[config.mk]
export PLATFORM = sky130hd
export DESIGN_NAME = accel_beat_gesture_trigger
export DESIGN_NICKNAME = d
export VERILOG_FILES = /design/src/rtl/core/abgt_pkg.sv /design/src/rtl/core/abgt_ram.sv /design/src/rtl/core/accel_beat_gesture_trigger.sv
export SDC_FILE = /design/constraint.sdc
export NUM_CORES = 1
export LEC_CHECK = 0
export BUFFER_PORTS_ARGS = -buffer_cell sky130_fd_sc_hd__buf_2
export CAP_MARGIN = 15
export CORE_ASPECT_RATIO = 1.75
export CORE_UTILIZATION = 28
export DETAILED_ROUTE_END_ITERATION = 10
export SLEW_MARGIN = 10
export SYNTH_ARGS = -nofsm -noshare
export SYNTH_HDL_FRONTEND = slang
export SYNTH_SLANG_ARGS = --single-unit
export TNS_END_PERCENT = 1
[constraint.sdc]
create_clock -name clk -period 12.48 [get_ports clk]
set_input_delay 0.624 -clock clk [delete_from_list [all_inputs] [get_ports clk]]
set_output_delay 0.624 -clock clk [all_outputs]
set_load 0.02 [all_outputs]
[src/rtl/core/abgt_pkg.sv]
// Shared types and constants for the accelerometer beat and gesture trigger.
package abgt_pkg;

  localparam int unsigned SAMPLE_W = 10;
  localparam int unsigned TIME_W   = 32;
  localparam int unsigned LEVEL_W  = 11;
  localparam int unsigned DELAY_W  = 16;
  localparam int unsigned HOLD_W   = 8;
  localparam int unsigned CFG_IDX_W  = 3;
  localparam int unsigned CFG_DATA_W = 16;

  // Register reset values
  localparam logic [SAMPLE_W-1:0] TRIGGER_DIFF_RST   = 10'd40;
  localparam logic [DELAY_W-1:0]  RETRIGGER_DELAY_RST = 16'd100;
  localparam logic [LEVEL_W-1:0]  SHAKE_LEVEL_RST    = 11'd300;
  localparam logic [HOLD_W-1:0]   GESTURE_HOLD_RST   = 8'd20;
  localparam logic [LEVEL_W-1:0]  REST_LEVEL_RST     = 11'd25;
  localparam logic [SAMPLE_W-1:0] REST_LOW_MEAN_RST  = 10'd450;
  localparam logic [SAMPLE_W-1:0] REST_HIGH_MEAN_RST = 10'd550;

  typedef enum logic [CFG_IDX_W-1:0] {
    REG_TRIGGER_DIFF    = 3'd0,
    REG_RETRIGGER_DELAY = 3'd1,
    REG_SHAKE_LEVEL     = 3'd2,
    REG_GESTURE_HOLD    = 3'd3,
    REG_REST_LEVEL      = 3'd4,
    REG_REST_LOW_MEAN   = 3'd5,
    REG_REST_HIGH_MEAN  = 3'd6
  } reg_idx_t;

  typedef struct packed {
    logic [SAMPLE_W-1:0] sample;
    logic [TIME_W-1:0]   time_ms;
  } in_t;

  typedef struct packed {
    logic [SAMPLE_W-1:0] hit_right;
    logic [SAMPLE_W-1:0] hit_right_before;
    logic [SAMPLE_W-1:0] hit_left;
    logic [SAMPLE_W-1:0] hit_left_before;
    logic [LEVEL_W-1:0]  shake_amount;
    logic                rest_left;
    logic                rest_right;
  } out_t;

endpackage

[src/rtl/core/abgt_ram.sv]
// Generic single-write, single-read RAM with registered read data.
module abgt_ram #(
  parameter int unsigned WIDTH = 10,
  parameter int unsigned DEPTH = 16
) (
  input  logic                     clk,
  input  logic                     we,
  input  logic [$clog2(DEPTH)-1:0] waddr,
  input  logic [WIDTH-1:0]         wdata,
  input  logic [$clog2(DEPTH)-1:0] raddr,
  output logic [WIDTH-1:0]         rdata
);

  logic [WIDTH-1:0] mem [DEPTH];
  logic [WIDTH-1:0] rdata_r;

  always_ff @(posedge clk) begin
    if (we) begin
      mem[waddr] <= wdata;
    end
    rdata_r <= mem[raddr];
  end

  assign rdata = rdata_r;

endmodule

[src/rtl/core/accel_beat_gesture_trigger.sv]
// Accelerometer beat and gesture trigger, one axis: top level.
//
//  channel | ports                          | payload
//  --------+--------------------------------+------------------------------
//  input   | in_valid / in_ready / in_data  | abgt_pkg::in_t  (sample, time)
//  result  | out_valid/ out_ready/ out_data | abgt_pkg::out_t (hits, shake, rest)
//  config  | cfg_valid/ cfg_ready/ cfg_*    | 3 b index, 16 b write data
//
// One sample per cycle sustained while the result is not stalled; an input
// transfer reaches out_valid via the input register, then the result register.
// The window is a RAM read one sample ahead: the pointer steps by one per
// sample, so the next tap is prefetched while the current one is written.
// Reset (synchronous, rst_n low) presets config and state, not data registers
// or RAM; window entries read as zero until written, tracked by one fill bit
// per tap. A stalled result holds the result register; the input register
// then holds one more sample before in_ready drops.
module accel_beat_gesture_trigger #(
  parameter int unsigned WINDOW_TAPS = 16   // power of two, 2..256
) (
  input  logic                                 clk,
  input  logic                                 rst_n,
  input  logic                                 in_valid,
  output logic                                 in_ready,
  input  abgt_pkg::in_t                        in_data,
  output logic                                 out_valid,
  input  logic                                 out_ready,
  output abgt_pkg::out_t                       out_data,
  input  logic                                 cfg_valid,
  output logic                                 cfg_ready,
  input  logic [abgt_pkg::CFG_IDX_W-1:0]       cfg_index,
  input  logic [abgt_pkg::CFG_DATA_W-1:0]      cfg_data
);

  import abgt_pkg::*;

  localparam int unsigned POS_W = $clog2(WINDOW_TAPS);
  localparam int unsigned SUM_W = POS_W + SAMPLE_W;

  // ---------------------------------------------------------------- config
  logic [SAMPLE_W-1:0] trigger_diff_r;
  logic [DELAY_W-1:0]  retrigger_delay_r;
  logic [LEVEL_W-1:0]  shake_level_r;
  logic [HOLD_W-1:0]   gesture_hold_r;
  logic [LEVEL_W-1:0]  rest_level_r;
  logic [SAMPLE_W-1:0] rest_low_mean_r;
  logic [SAMPLE_W-1:0] rest_high_mean_r;

  assign cfg_ready = 1'b1;

  always_ff @(posedge clk) begin
    if (!rst_n) begin
      trigger_diff_r    <= TRIGGER_DIFF_RST;
      retrigger_delay_r <= RETRIGGER_DELAY_RST;
      shake_level_r     <= SHAKE_LEVEL_RST;
      gesture_hold_r    <= GESTURE_HOLD_RST;
      rest_level_r      <= REST_LEVEL_RST;
      rest_low_mean_r   <= REST_LOW_MEAN_RST;
      rest_high_mean_r  <= REST_HIGH_MEAN_RST;
    end else if (cfg_valid && cfg_ready) begin
      unique case (reg_idx_t'(cfg_index))
        REG_TRIGGER_DIFF:    trigger_diff_r    <= cfg_data[SAMPLE_W-1:0];
        REG_RETRIGGER_DELAY: retrigger_delay_r <= cfg_data[DELAY_W-1:0];
        REG_SHAKE_LEVEL:     shake_level_r     <= cfg_data[LEVEL_W-1:0];
        REG_GESTURE_HOLD:    gesture_hold_r    <= cfg_data[HOLD_W-1:0];
        REG_REST_LEVEL:      rest_level_r      <= cfg_data[LEVEL_W-1:0];
        REG_REST_LOW_MEAN:   rest_low_mean_r   <= cfg_data[SAMPLE_W-1:0];
        REG_REST_HIGH_MEAN:  rest_high_mean_r  <= cfg_data[SAMPLE_W-1:0];
        default: ;  // unmapped index: write dropped
      endcase
    end
  end

  // -------------------------------------------------------------- pipeline
  logic  s1_vld_r;
  in_t   s1_data_r;
  logic  out_vld_r;
  out_t  out_data_r;
  logic  advance;

  assign advance   = s1_vld_r && (!out_vld_r || out_ready);
  assign in_ready  = !s1_vld_r || advance;
  assign out_valid = out_vld_r;
  assign out_data  = out_data_r;

  // ------------------------------------------------------------------ state
  logic [POS_W-1:0]       pos_r;
  logic [WINDOW_TAPS-1:0] fill_r;
  logic [SUM_W-1:0]       sum_r;
  logic [SAMPLE_W-1:0]    last_r;
  logic [LEVEL_W-1:0]     dsum_r;
  logic                   armed_r;
  logic [TIME_W-1:0]      deadline_r;
  logic [SAMPLE_W-1:0]    right_now_r;
  logic [SAMPLE_W-1:0]    left_now_r;
  logic [LEVEL_W-1:0]     shake_latched_r;
  logic [1:0]             rest_flags_r;   // bit0 left, bit1 right
  logic [HOLD_W-1:0]      shake_wait_r;
  logic [HOLD_W-1:0]      rest_wait_r;
  logic [HOLD_W-1:0]      idle_wait_r;

  // Window RAM, one tap prefetched
  logic [POS_W-1:0]    pos_nxt;
  logic [POS_W-1:0]    ram_raddr;
  logic [SAMPLE_W-1:0] ram_rdata;

  assign pos_nxt   = (pos_r == POS_W'(WINDOW_TAPS - 1)) ? '0 : pos_r + 1'b1;
  assign ram_raddr = advance ? pos_nxt : pos_r;

  abgt_ram #(
    .WIDTH (SAMPLE_W),
    .DEPTH (WINDOW_TAPS)
  ) u_window (
    .clk   (clk),
    .we    (advance),
    .waddr (pos_r),
    .wdata (s1_data_r.sample),
    .raddr (ram_raddr),
    .rdata (ram_rdata)
  );

  // ------------------------------------------------------------ datapath
  logic [SAMPLE_W-1:0] s;
  logic [SAMPLE_W-1:0] old_tap;
  logic [SUM_W-1:0]    sum_nxt;
  logic [SAMPLE_W-1:0] mean;
  logic [SAMPLE_W-1:0] dev;
  logic [11:0]         s12, last12, mean12, td12;
  logic                fall, rise;
  logic [TIME_W-1:0]   elapsed;
  logic                armed_eff;
  logic                hit_r, hit_l;
  logic [LEVEL_W-1:0]  dsum_nxt;
  logic                resting;
  logic [19:0]         delay_x10;
  logic [TIME_W-1:0]   now;

  logic                armed_nxt;
  logic [TIME_W-1:0]   deadline_nxt;
  logic [LEVEL_W-1:0]  shake_latched_nxt;
  logic [1:0]          rest_flags_nxt;
  logic [HOLD_W-1:0]   shake_wait_nxt, rest_wait_nxt, idle_wait_nxt;
  out_t                res;

  always_comb begin
    s       = s1_data_r.sample;
    now     = s1_data_r.time_ms;
    old_tap = fill_r[pos_r] ? ram_rdata : '0;
    sum_nxt = sum_r - {{POS_W{1'b0}}, old_tap} + {{POS_W{1'b0}}, s};
    mean    = sum_nxt[SUM_W-1:POS_W];
    dev     = (s >= mean) ? s - mean : mean - s;

    s12    = {2'b00, s};
    last12 = {2'b00, last_r};
    mean12 = {2'b00, mean};
    td12   = {2'b00, trigger_diff_r};
    fall   = (s12 + td12 < last12) && (s12 + (td12 << 1) < mean12);
    rise   = (s12 > last12 + td12) && (s12 > mean12 + (td12 << 1));

    // lockout ends once now is strictly past the deadline (wrap-aware)
    elapsed   = now - deadline_r;
    armed_eff = armed_r || ((elapsed != '0) && !elapsed[TIME_W-1]);
    hit_r     = fall && armed_eff;
    hit_l     = rise && armed_eff && !hit_r;

    armed_nxt    = armed_eff && !hit_r && !hit_l;
    deadline_nxt = (hit_r || hit_l) ? now + {16'd0, retrigger_delay_r} : deadline_r;

    dsum_nxt  = {1'b0, dsum_r[LEVEL_W-1:1]} + {1'b0, dev};
    resting   = dsum_nxt < rest_level_r;
    delay_x10 = ({4'd0, retrigger_delay_r} << 3) + ({4'd0, retrigger_delay_r} << 1);

    shake_latched_nxt = shake_latched_r;
    rest_flags_nxt    = rest_flags_r;
    shake_wait_nxt    = shake_wait_r;
    rest_wait_nxt     = rest_wait_r;
    idle_wait_nxt     = idle_wait_r;

    priority if (dsum_nxt > shake_level_r) begin
      if (shake_wait_r == '0) begin
        if (armed_nxt) begin
          shake_latched_nxt = dsum_nxt;
          armed_nxt         = 1'b0;
          deadline_nxt      = now + {12'd0, delay_x10};
          rest_flags_nxt    = 2'b00;
        end else begin
          shake_latched_nxt = '0;   // shake during lockout reports nothing
        end
      end else begin
        shake_wait_nxt = shake_wait_r - 1'b1;
      end
      rest_wait_nxt = gesture_hold_r;
      idle_wait_nxt = gesture_hold_r;
    end else if (resting && (mean < rest_low_mean_r)) begin
      if (rest_wait_r == '0) begin
        rest_flags_nxt    = 2'b01;
        shake_latched_nxt = '0;
      end else begin
        rest_wait_nxt = rest_wait_r - 1'b1;
      end
      shake_wait_nxt = gesture_hold_r;
      idle_wait_nxt  = gesture_hold_r;
    end else if (resting && (mean > rest_high_mean_r)) begin
      if (rest_wait_r == '0) begin
        rest_flags_nxt    = 2'b10;
        shake_latched_nxt = '0;
      end else begin
        rest_wait_nxt = rest_wait_r - 1'b1;
      end
      shake_wait_nxt = gesture_hold_r;
      idle_wait_nxt  = gesture_hold_r;
    end else begin
      rest_wait_nxt  = gesture_hold_r;
      shake_wait_nxt = gesture_hold_r;
      if (idle_wait_r == '0) begin
        rest_flags_nxt    = 2'b00;
        shake_latched_nxt = '0;
      end else begin
        idle_wait_nxt = idle_wait_r - 1'b1;
      end
    end

    res.hit_right        = hit_r ? dev : '0;
    res.hit_right_before = right_now_r;
    res.hit_left         = hit_l ? dev : '0;
    res.hit_left_before  = left_now_r;
    res.shake_amount     = shake_latched_nxt;
    res.rest_left        = rest_flags_nxt[0];
    res.rest_right       = rest_flags_nxt[1];
  end

  // ------------------------------------------------------------- registers
  always_ff @(posedge clk) begin
    if (!rst_n) begin
      s1_vld_r        <= 1'b0;
      out_vld_r       <= 1'b0;
      pos_r           <= '0;
      fill_r          <= '0;
      sum_r           <= '0;
      last_r          <= '0;
      dsum_r          <= '0;
      armed_r         <= 1'b1;
      deadline_r      <= '0;
      right_now_r     <= '0;
      left_now_r      <= '0;
      shake_latched_r <= '0;
      rest_flags_r    <= 2'b00;
      shake_wait_r    <= GESTURE_HOLD_RST;
      rest_wait_r     <= GESTURE_HOLD_RST;
      idle_wait_r     <= GESTURE_HOLD_RST;
    end else begin
      if (in_valid && in_ready) begin
        s1_vld_r  <= 1'b1;
        s1_data_r <= in_data;
      end else if (advance) begin
        s1_vld_r <= 1'b0;
      end

      if (advance) begin
        out_vld_r  <= 1'b1;
        out_data_r <= res;
      end else if (out_ready) begin
        out_vld_r <= 1'b0;
      end

      if (advance) begin
        pos_r           <= pos_nxt;
        fill_r[pos_r]   <= 1'b1;
        sum_r           <= sum_nxt;
        last_r          <= s;
        dsum_r          <= dsum_nxt;
        armed_r         <= armed_nxt;
        deadline_r      <= deadline_nxt;
        right_now_r     <= res.hit_right;
        left_now_r      <= res.hit_left;
        shake_latched_r <= shake_latched_nxt;
        rest_flags_r    <= rest_flags_nxt;
        shake_wait_r    <= shake_wait_nxt;
        rest_wait_r     <= rest_wait_nxt;
        idle_wait_r     <= idle_wait_nxt;
      end
    end
  end

`ifndef SYNTHESIS
  // only one rest direction at a time
  a_rest_onehot: assert property (@(posedge clk) disable iff (!rst_n)
    $onehot0(rest_flags_r))
    else $error("rest flags both set");

  // shake latch and rest flags clear each other
  a_shake_rest_excl: assert property (@(posedge clk) disable iff (!rst_n)
    !((shake_latched_r != '0) && (rest_flags_r != 2'b00)))
    else $error("shake latched while resting");

  // a hit starts a lockout
  a_hit_locks: assert property (@(posedge clk) disable iff (!rst_n)
    (advance && (hit_r || hit_l)) |=> !armed_r)
    else $error("armed after a hit");

  // a result never carries both hit directions
  a_one_hit: assert property (@(posedge clk) disable iff (!rst_n)
    out_vld_r |-> !((out_data_r.hit_right != '0) && (out_data_r.hit_left != '0)))
    else $error("both hits reported");

  // an empty result register never throttles the input
  a_no_false_stall: assert property (@(posedge clk) disable iff (!rst_n)
    !out_vld_r |-> in_ready)
    else $error("input stalled with free result register");
`endif

endmodule
==> flow_metrics.tcl <==
set metrics [dict create \
    status "finished, final reports clean" \
    area_delta_synth_final_pct 13.7 \
    max_freq_ghz 0.0871 \
    crit_path_end_kind "flop" \
    cts_tree "yes" \
    synth_top_family_by_area "compound AO/OA/AOI/OAI gates" \
    drc_errors 0 \
    grt_setup_unrepaired "false" \
    ys_seq_area_frac 0.430 \
    hold_path_depth 1 \
    nets 3332 \
    arrival_ps 12010 \
    synth_edf_count 255 \
    root_buffer "clkbuf_16" \
    cp.required_ps 13020 \
    rows 154 \
    cts_buffers 48 \
    synth_nets 3224 \
    worst_path_most_repeated_cell "a21oi_1" \
    antenna_left 0 \
    synth_most_common_cell "nand2_1" \
    finalClockSkew_ps 32.6 \
    setup_viol 0 \
    rrSetupSlack_ps 1000 \
    postCtsSetupRepairBufs 0 \
    r2r_start "pos_r[0]" \
    drtPass1Iterations 5 \
    ctsHoldBuffers 0 \
    dieArea_sq_mm 0.103 \
    clk_pin_slew_ps 70 \
    clock-sinks 487 \
    power_per_cell_area_mw_per_mm2 233 \
    portBuffers 120 \
    async_reset_ff_frac 0 \
    critPathTopFamily "compound AO/OA/AOI/OAI gates" \
    totalWireLength_mm 91.6 \
    core_sq_mm 0.101 \
    slew_headroom 0.140 \
    dp_hpwl_mm 68.7 \
    cts_resized 0 \
    synthAdderAreaFrac 0.123 \
    die_height_um 425 \
    slowest_delay_ps 740 \
    hp-start "in_data[23]" \
    worst_pin_slew_ps 1260 \
    maxCapViolations 0 \
    pin_count 122 \
    drive_gt1_frac 0.122 \
    start_kind "flop" \
    antenna_found_initial 0 \
    min_to "now[23]" \
    fin_crit_ps 11480 \
    grt_pass1_vias 23200 \
    post_drt_wl_per_cell_um 20.9 \
    die_w_um 244 \
    grt_usage 0.176 \
    dp_cells 4281 \
    viasPerCell 5.16 \
    drt_iter0_drc 1247 \
    r2r_cells 41 \
    cp_slowest_cell "or3b_2" \
    synth_cell_type_count 97 \
    period_share 0.920 \
    vdd_drop_max_mv 0.201 \
    cp.buffers_inverters 1 \
    synth_common_cells "nand2_1 (338), edfxtp_1 (255), a21oi_1 (239)" \
    synth.area.mux_share 0.0462 \
    synthSimpleGateAreaFrac 0.146 \
    yosys.area.top_type "edfxtp_1" \
    avgSynthCellArea_sq_um 9.86 \
    synth_ff_type "edfxtp_1" \
    post_synth_instance_area_sq_mm 0.0286 \
    drv_slew 0 \
    timing.hold.ws_ps 172 \
    setup.worst_path.class "flop to flop" \
    yosys_register_bits 487 \
    hold_class "input pin to flop" \
    dr_total_vias 22600 \
    grt_pass1_wl_mm 139 \
    grt-ovfl-total 0 \
    clk-insertion-delay-late_ps 630 \
    start_util 0.283 \
    finalHoldViolations 0 \
    cts_buffer_depth 3 \
    grt_start_max_net_pins 69 \
    synth_top_area_share 0.268 \
    syn_inst 2900 \
    instances_no_fill 4375 \
    p_leak_uw 0.0124 \
    htreeDepth 2 \
    synth_area_leaders "edfxtp_1 (27%), dfxtp_1 (16%), ha_1 (9.8%)" \
    synth-xor-area-share 0.0331 \
    synth_compound_area_frac 0.176 \
    r2r-end "deadline_r[13]" \
    yosysWarnings 0 \
    finalSetupTns_ps 0 \
    cp_max_fo 19 \
    gp_congestion 0.942 \
]
## kinds of logic after synthesis
| group | Yosys count |
|---|---|
| and+or+nand+nor | 883 |
| AOI/OAI and AO/OA | 757 |
| DFF | 487 |
| buffers and inverters | 329 |
| adders and majority gates | 262 |
| xor gates and xnor gates | 106 |
| muxes | 75 |
| other | 1 |
## cells in the final DEF, fill, tap and decap left out, types with 35 or more instances in the layout
cell type,n
nor3_1,61
dfxtp_1,232
a211oi_1,36
a21o_1,55
xor2_1,35
ha_1,224
inv_1,213
buf_2,120
a21oi_1,236
o21ai_0,106
clkbuf_16,51
mux4_2,45
nor2b_1,40
xnor2_1,70
nand3_1,61
nor2_1,183
o21a_1,35
buf_4,50
nand2_1,338
edfxtp_1,255
## layout make-up
class	count	area, sq um
tap	1326	1660
clock inverter	31	349
clock buffer	59	1360
sequential	487	12300
multi-input combinational	2084	15000
fill	10400	68500
antenna	1	2.50
timing repair buffer	170	976
inverter	217	825
## stage by stage
stage               instance area, sq um  utilization  setup slack (ps)  total power [uW]
finish                             32500        0.322              1000              7570
global route                       32500        0.322               231              8070
CTS                                32500        0.322              1000              7600
detailed placement                 30800        0.305              1020              5990
global placement                   30800        0.305              1280              5940
floorplan                          28600            -              2670              4870
## worst max path at each step
stage	from	endpoint	cells past startpoint
finish	pos_r[0]	deadline_r[13]	41
global route	pos_r[0]	deadline_r[13]	44
CTS	pos_r[0]	deadline_r[1]	41
detailed placement	pos_r[0]	deadline_r[13]	41
global placement	pos_r[0]	deadline_r[1]	41
floorplan	pos_r[0]	out_data[3]	45
## power breakdown
part	internal [uW]	total (uW)	leakage (uW)	switching [uW]
Combinational	1500	4110	0.00737	2610
Clock	892	1590	0.000840	697
Sequential	1800	1870	0.00421	68.9
## registers in the layout, indices dropped and copies added (netlist names), 11 cells and up
register,flops
shake_level_r,11
u_window.mem,160
sum_r,14
out_data,53
fill_r,16
deadline_r,32
now,32
shake_latched_r,11
rest_level_r,11
retrigger_delay_r,16
## layer usage
layer	up-vias	part of all wire	GRT usage
li1	10800	-	-
met1	10900	0.35	0.170
met2	627	0.53	0.337
met3	278	0.034	0.0189
met4	0	0.086	0.138
met5	-	0	0
Note: power is estimated with default switching activity, not from simulation.
